===== src/rtl/core/tsef_pkg.sv =====
`timescale 1ns / 1ps
// ----------------------------------------------------------------------------
// tsef_pkg
// Shared types and codes of the timestamped event queue: command modes,
// controller states and the command/status bundles between control and data.
// ----------------------------------------------------------------------------
package tsef_pkg;

    localparam int EVT_KIND_W = 8;
    localparam int WORD_W     = 32;

    typedef logic [1:0] t_mode;

    localparam t_mode MODE_ENQ = 2'd0;
    localparam t_mode MODE_EXT = 2'd1;
    localparam t_mode MODE_QRY = 2'd2;

    typedef enum logic {
        S_IDLE,
        S_EXEC
    } t_state;

    // controller -> datapath
    typedef struct packed {
        logic capture;   // latch the beat and launch memory reads
        logic enq;       // store entry, bump counters
        logic ext;       // pop oldest entry
        logic query;     // report a counter
        logic set_ovf;   // enqueue hit a full queue
        logic finish;    // load result registers, raise strobe
    } t_cmd;

    // datapath -> controller
    typedef struct packed {
        t_mode mode;
        logic  kind_zero;
        logic  kind_in;
        logic  empty;
        logic  full;
        logic  ovf;
    } t_status;

endpackage


===== src/rtl/core/tsef_ctrl.sv =====
`timescale 1ns / 1ps
// ----------------------------------------------------------------------------
// tsef_ctrl
// Two-state sequencer: accepts a beat, then decides and issues the
// datapath operation once the memory reads have landed.
// ----------------------------------------------------------------------------
module tsef_ctrl (
    input  logic              i_clk,
    input  logic              i_rst_n,
    input  logic              start,
    input  tsef_pkg::t_status i_status,
    output tsef_pkg::t_cmd    o_cmd,
    output logic              busy
);

    tsef_pkg::t_state r_state;
    tsef_pkg::t_state n_state;

    always_ff @(posedge i_clk) begin
        if (!i_rst_n) begin
            r_state <= tsef_pkg::S_IDLE;
        end else begin
            r_state <= n_state;
        end
    end

    always_comb begin
        n_state = r_state;
        o_cmd   = '0;
        unique case (r_state)
            tsef_pkg::S_IDLE: begin
                if (start) begin
                    o_cmd.capture = 1'b1;
                    n_state       = tsef_pkg::S_EXEC;
                end
            end
            tsef_pkg::S_EXEC: begin
                o_cmd.finish = 1'b1;
                n_state      = tsef_pkg::S_IDLE;
                // frozen after overflow: nothing changes
                if (!i_status.ovf) begin
                    unique case (i_status.mode)
                        tsef_pkg::MODE_ENQ: begin
                            if (i_status.kind_in && !i_status.kind_zero) begin
                                if (i_status.full) begin
                                    o_cmd.set_ovf = 1'b1;
                                end else begin
                                    o_cmd.enq = 1'b1;
                                end
                            end
                        end
                        tsef_pkg::MODE_EXT: begin
                            o_cmd.ext = !i_status.empty;
                        end
                        tsef_pkg::MODE_QRY: begin
                            o_cmd.query = i_status.kind_in;
                        end
                        default: begin
                        end
                    endcase
                end
            end
            default: begin
                n_state = tsef_pkg::S_IDLE;
            end
        endcase
    end

    assign busy = (r_state == tsef_pkg::S_EXEC);

    a_exec_one_cycle: assert property (@(posedge i_clk) disable iff (!i_rst_n)
        busy |=> !busy)
        else $error("exec state lasted more than one cycle");

    a_one_op: assert property (@(posedge i_clk) disable iff (!i_rst_n)
        $countones({o_cmd.enq, o_cmd.ext, o_cmd.query, o_cmd.set_ovf}) <= 1)
        else $error("more than one datapath operation issued");

endmodule


===== config.mk =====
export PLATFORM = sky130hd
export DESIGN_NAME = tsef_ctrl
export DESIGN_NICKNAME = d
export VERILOG_FILES = /design/src/rtl/core/tsef_pkg.sv /design/src/rtl/core/tsef_ctrl.sv
export SDC_FILE = /design/constraint.sdc
export NUM_CORES = 1
export LEC_CHECK = 0
export BUFFER_PORTS_ARGS = -buffer_cell sky130_fd_sc_hd__buf_4
export CORE_AREA = 2 2 39 41
export CTS_CLUSTER_SIZE = 25
export DETAILED_ROUTE_END_ITERATION = 10
export DIE_AREA = 0 0 41 43
export PLACE_DENSITY_LB_ADDON = 0.05
export SLEW_MARGIN = 10
export SYNTH_ARGS = -nofsm -noshare
export SYNTH_HDL_FRONTEND = slang
export SYNTH_SLANG_ARGS = --single-unit

===== constraint.sdc =====
create_clock -name i_clk -period 1.11 [get_ports i_clk]
set_input_delay 0.222 -clock i_clk [delete_from_list [all_inputs] [get_ports i_clk]]
set_output_delay 0.222 -clock i_clk [all_outputs]
set_load 0.02 [all_outputs]

== After elaboration in Yosys (flattened, before gate mapping) ==
Index checks and enable logic that the tools add are counted.

* Muxes and demuxes: 13
* Reductions and logical operators: 4
* Equal/unequal tests: 2
* Bitwise logic cells: 1

{| class="wikitable"
|+ Operator list
! kind !! number
|-
| 2-to-1 mux 1 bit || 10
|-
| 2-to-1 mux 5 bit || 1
|-
| 2-to-1 mux 4 bit || 1
|-
| equality test 2 x 1 -> 1 bit, second input constant || 1
|-
| equality test 2 bit, second input constant || 1
|-
| zero test 1 bit || 2
|-
| zero test 2 bit || 1
|-
| case mux 1 bit (2 select lines) || 1
|-
| logical AND 1 bit || 1
|-
| NOT 1 bit || 1
|}

* Register bits: 1
* Input bits: 10
* Output and inout port bits: 7
* Logic and storage cells: 21

== Longest topological paths before layout ==
Gate-level depths: netlist of run 1.

* Depth after elaboration: 6
* Mapped depth: 2
* Depth with buffers taken out: 2

== Worst setup path before layout of run 1 ==
OpenSTA, ideal clock, no wires.

* Path type: reg-to-output
* Start point: register r_state, in the netlist busy
* End point: output port o_cmd[3] (netlist name)
* Setup slack: -546 ps
* Stages on the path, launching flop included: 3
* Arrival time: 1434 ps
* Buffers on the path: 0
* Path through: dfxtp_1 -> or3b_4 -> nor3b_1

{| class="wikitable"
|+ RTL lines
! item !! line !! RTL
|-
| from (decl) || tsef_ctrl.sv:16 || <nowiki>tsef_pkg::t_state r_state;</nowiki>
|-
| from (signal assigned) || tsef_ctrl.sv:21 || <nowiki>r_state <= tsef_pkg::S_IDLE;</nowiki>
|-
| from (signal assigned) || tsef_ctrl.sv:23 || <nowiki>r_state <= n_state;</nowiki>
|-
| to (decl) || tsef_ctrl.sv:12 || <nowiki>output tsef_pkg::t_cmd o_cmd,</nowiki>
|}

==> results of run 1 <==
-- metrics by stage --
stage	instance area (um^2)	hold WS, ps	cells
global placement	294.0	429.2	44
global route	364.1	463.0	47
floorplan	153.9	342.9	12
detailed placement	294.0	429.4	44
CTS	309.0	429.4	44
finish	364.1	426.4	47
-- cell type report --
| class | instances | area [um^2] |
|---|---|---|
| inverters | 1 | 6.256 |
| flip-flops and latches | 1 | 23.77 |
| well taps | 16 | 20.02 |
| fillers | 147 | 1020 |
| repair buffers | 21 | 187.7 |
| multi-input cells | 8 | 126.4 |
-- cells in the final DEF (no fill, tap or decap) --
| master | count |
|---|---|
| buf_4 | 13 |
| and2_1 | 1 |
| nor4_4 | 1 |
| nor2b_4 | 1 |
| or3b_4 | 1 |
| dfxtp_4 | 1 |
| nor4b_4 | 2 |
| nand2b_4 | 1 |
| buf_6 | 8 |
| nor3b_2 | 1 |
| inv_4 | 1 |
-- per-layer routing --
layer / vias up / track usage, % / wire (um)
met5: - / 0 / 0
met4: 0 / 0 / 0
met3: 0 / 0 / 41
met2: 9 / 7.813 / 208
met1: 73 / 6.349 / 123
li1: 79 / - / -
-- cell families after synthesis --
family | Yosys count | share of synthesized area, %
buffers and inverters | 3 | 16.66
DFF | 1 | 17.78
and+or+nand+nor | 8 | 65.56
-- what timing repair did --
action	in CTS	in global routing
pin swaps	2	1
resized for setup	4	10
cloned	0	0
setup endpoints to repair	4	4
setup buffers	0	3
-- worst paths after layout --
path	slack, ps	start	end	cells after the start
max reg2reg	150	busy$_SDFF_PN0_	busy$_SDFF_PN0_	5
min	430	i_rst_n	busy$_SDFF_PN0_	2
min reg2reg	830	busy$_SDFF_PN0_	busy$_SDFF_PN0_	5
max	-290	i_status[0]	o_cmd[1]	4
-- power by group through the flow --
stage                     clock network, mW  registers, mW  logic, mW
after floorplan                           0         0.0425     0.0322
after global placement                    0         0.0388     0.0782
after detailed placement                  0         0.0387     0.0791
after CTS                                 0         0.0387     0.0847
after global routing                      0         0.0391      0.114
final                                     0         0.0386      0.106
-- worst max-delay path: cells and delay by family --
family / cells / cell delay [ps]
buf+inv: 2 / 270
simple gates: 2 / 690
==> reports/metrics.cfg, run 1 <==
[timing]
finalCriticalPeriod_ps = 1401
relSlewSlack_pct = 87.49
skew_ps = 0
finalMaxSlewViolations = 0
setup_violations = 5
fin_setup_tns_ps = -767.0
rsz0062_at_grt = yes
hold_violations = 0
fmax_ghz = 0.7136
period_share_pct = 126.2
worst-slew-pin-transition_ps = 186.8
setup_slack_ps = -291.3

[power_and_ir_drop]
powerDensity_nw_per_um2 = 398.4
internal_power_mw = 0.1035
seq_power_share_pct = 26.6
sw_frac_of_total_pct = 28.62
p_sw_mw = 0.04151
total_power_mw = 0.1450
pwr-share-comb_pct = 73.4
p_clk_share_pct = 0
leakage_nw = 0.1711
irDropWorstVdd_mv = 0.2142

[critical_path]
cp-end-kind = primary output
cp.required_ps = 890
path_max_fanout = 3
crit_path_cell_trace = buf_6, or3b_4, nor4b_4, buf_4
startpoint_type = primary input
slowest_delay_ps = 430
cp_slowest_cell = or3b_4
arrival_ps = 1180
path_class = primary input to primary output

[logic_synthesis]
yosysMostFrequentCell = buf_4
async_flop_share_pct = 0
synth_ff_type = dfxtp_1
ys_ff_latch = 1
avgSynthCellArea_um2 = 9.384
synthDistinctLibCells = 11
synth_top_area_share_pct = 17.78
yosysWarnings = 0
synth_fp_nets = 22
yosysSeqAreaShare_pct = 17.78
synth_area_leaders = dfxtp_1 (18%), buf_4 (13%), nor4b_2 (13%), nor4_2 (11%), or3b_4 (10%)
netlist_instances = 12
post-synth-top-area-cell = dfxtp_1
syn_area_um2 = 112.6
synth-edff-count = 0

[global_routing]
overflow = 0
grt_pass1_vias = 142
grt_start_max_net_pins = 5
antenna_found_initial = 0
grt_pass1_wl_um = 600
grt_util_all_layers_pct = 4.500

[detailed_routing]
drt_iter0_drc = 0
drc = 0
postRouteAntennaNets = 0
routed_via_density = 3.426
drt_first_pass_iters = 1
post_drt_wl_per_cell_um = 7.957
vias = 161
drt-total-wl_um = 374

[die]
die_w_um = 41
dieArea_um2 = 1763
start_util_pct = 8.137
io_pins = 17
dieHeight_um = 43
placementRows = 14
core_area_um2 = 1384

[finish]
diodes = 0
drive_above_1_share_pct = 96.77
areaGrowthSynthToFinish_pct = 223.3
fin_util_pct = 26.31
largest_register_ffs = 1
num-nets-final = 43

[status]
violations = setup timing
status = finished, violations left

[run]
drv_cap = 0

[place]
port_buffers = 16
dp_slack_ps = -346.3
gp_congestion = 0.4845

[hold_path]
holdCritPathClass = primary input to flop

[clocking]
cts_hold_buf = 0
path_clk_slew_ps = 0
clk_latency_ps = 0

No activity file was read; power rests on OpenSTA's default activity.
==> inputs of run 2 (changes only) <==
--- a/config.mk
+++ b/config.mk
@@ -10,7 +10,10 @@
 export CTS_CLUSTER_SIZE = 25
 export DETAILED_ROUTE_END_ITERATION = 10
 export DIE_AREA = 0 0 41 43
+export GPL_TIMING_DRIVEN = 0
 export PLACE_DENSITY_LB_ADDON = 0.05
+export REMOVE_ABC_BUFFERS = 1
+export SETUP_SLACK_MARGIN = 0.02
 export SLEW_MARGIN = 10
 export SYNTH_ARGS = -nofsm -noshare
 export SYNTH_HDL_FRONTEND = slang
==> run 2 against run 1 <==
- total power shrank 25%
- wire length grew 0.53%
- via count shrank 12%
- critical path depth is the same
- hold slack gained 2.1 ps
- global-route usage shrank 0.10 points
- critical endpoint is now o_cmd[4]
- register-to-register slack gained 170 ps
- the flow still finishes with violations (setup timing)
- highest routed layer unchanged
- largest power group unchanged
- combinational power shrank 35%
==> reports/metrics.cfg, run 2 (synthesis results as in run 1) <==
[clocking]
path_clk_slew_ps = 0
clk_latency_ps = 0
cts_hold_buf = 0

[global_routing]
grt_start_max_net_pins = 5
antenna_found_initial = 0
grt_pass1_wl_um = 558
grt_util_all_layers_pct = 4.400
grt_pass1_vias = 135
overflow = 0

[critical_path]
r2r_slack_ps = 320
cp-end-kind = primary output
cp.required_ps = 890
path_max_fanout = 3
slowest_delay_ps = 420
cp_slowest_cell = or3b_4
path_class = primary input to primary output
arrival_ps = 1180
crit_path_cell_trace = buf_6, or3b_4, nor4_2, buf_4
startpoint_type = primary input

[status]
status = finished, violations left
violations = setup timing

[finish]
largest_register_ffs = 1
areaGrowthSynthToFinish_pct = 135.6
num-nets-final = 39
fin_util_pct = 19.17
drive_above_1_share_pct = 77.78
layout_common_cells = buf_4 (15), buf_6 (2)
num-fill-cells = 154
final_common_cell = buf_4
diodes = 0

[detailed_routing]
routed_via_density = 3.279
postRouteAntennaNets = 0
drt_first_pass_iters = 1
drt-total-wl_um = 376
post_drt_wl_per_cell_um = 8.744
drt_iter0_drc = 0
vias = 141
drc = 0

[power_and_ir_drop]
irDropWorstVdd_mv = 0.2324
total_power_mw = 0.1081
leakage_nw = 0.1207
powerDensity_nw_per_um2 = 407.7

[timing]
rsz0062_at_grt = yes
finalMaxSlewViolations = 0
relSlewSlack_pct = 83.79
period_share_pct = 126.5
whs_ps = 428.5
fin_setup_tns_ps = -874.1
setup_violations = 4
fmax_ghz = 0.7122
skew_ps = 0
hold_violations = 0
worst-slew-pin-transition_ps = 239.8
setup_slack_ps = -294.1
finalCriticalPeriod_ps = 1404

[place]
gp_congestion = 0.5135
dpl.hpwl_um = 326.7
port_buffers = 16

[die]
die_w_um = 41
dieArea_um2 = 1763
placementRows = 14
core_area_um2 = 1384
dieHeight_um = 43
start_util_pct = 8.137
io_pins = 17

[run]
drv_cap = 0

[hold_path]
holdCritPathClass = primary input to flop

[run 2: cell types whose count changed in the layout (fill, tap and decap cells not counted), sizes merged]
cell  delta
buf      -4
[run 2: cell type report]
cell class | count | area [um^2] | area share (%)
multi-input cells | 8 | 82.58 | 31.13
inverters | 1 | 3.754 | 1.415
repair buffers | 17 | 135.1 | 50.94
well taps | 16 | 20.02 | 7.547
flip-flops and latches | 1 | 23.77 | 8.962
[run 2: per-stage QoR]
stage	instances	area [um^2]	worst slack (ps)
2_1_floorplan	10	97.59	-673.7
3_3_place_gp	42	237.7	-375.5
3_5_place_dp	42	237.7	-371.6
4_1_cts	43	256.5	-300.8
5_1_grt	43	265.3	-311.6
6_report	43	265.3	-294.1
[run 2: power breakdown]
group	leakage (nW)	internal (mW)	switching (mW)
sequential	0.00892	0.0378	0.00114
clock	0	0	0
combinational	0.112	0.0416	0.0276
[run 2: metal layers]
layer / GRT usage, % / share of wire, % / vias up
met4: 0 / 0 / 0
li1: - / - / 72
met2: 8.750 / 56 / 10
met5: 0 / 0 / -
met1: 5.079 / 32 / 59
met3: 0 / 12 / 0
[run 2: critical path: cells and delay by family]
family | cells | cell delay [ps]
and+or+nand+nor | 2 | 690
buffers and inverters | 2 | 270
[run 2: repair_timing]
action,in CTS,in global routing
gates resized for setup,4,1
setup buffers,1,0
pin swaps,3,1
endpoints found under the setup margin,4,4
[run 2: path summary, 6_finish.rpt]
| kind | from | end | depth (start not counted) |
|---|---|---|---|
| worst max-delay path | i_status[0] | o_cmd[4] | 4 |
| worst min-delay path | i_rst_n | busy$_SDFF_PN0_ | 2 |
| worst max register to register | busy$_SDFF_PN0_ | busy$_SDFF_PN0_ | 3 |
| worst min register to register | busy$_SDFF_PN0_ | busy$_SDFF_PN0_ | 3 |
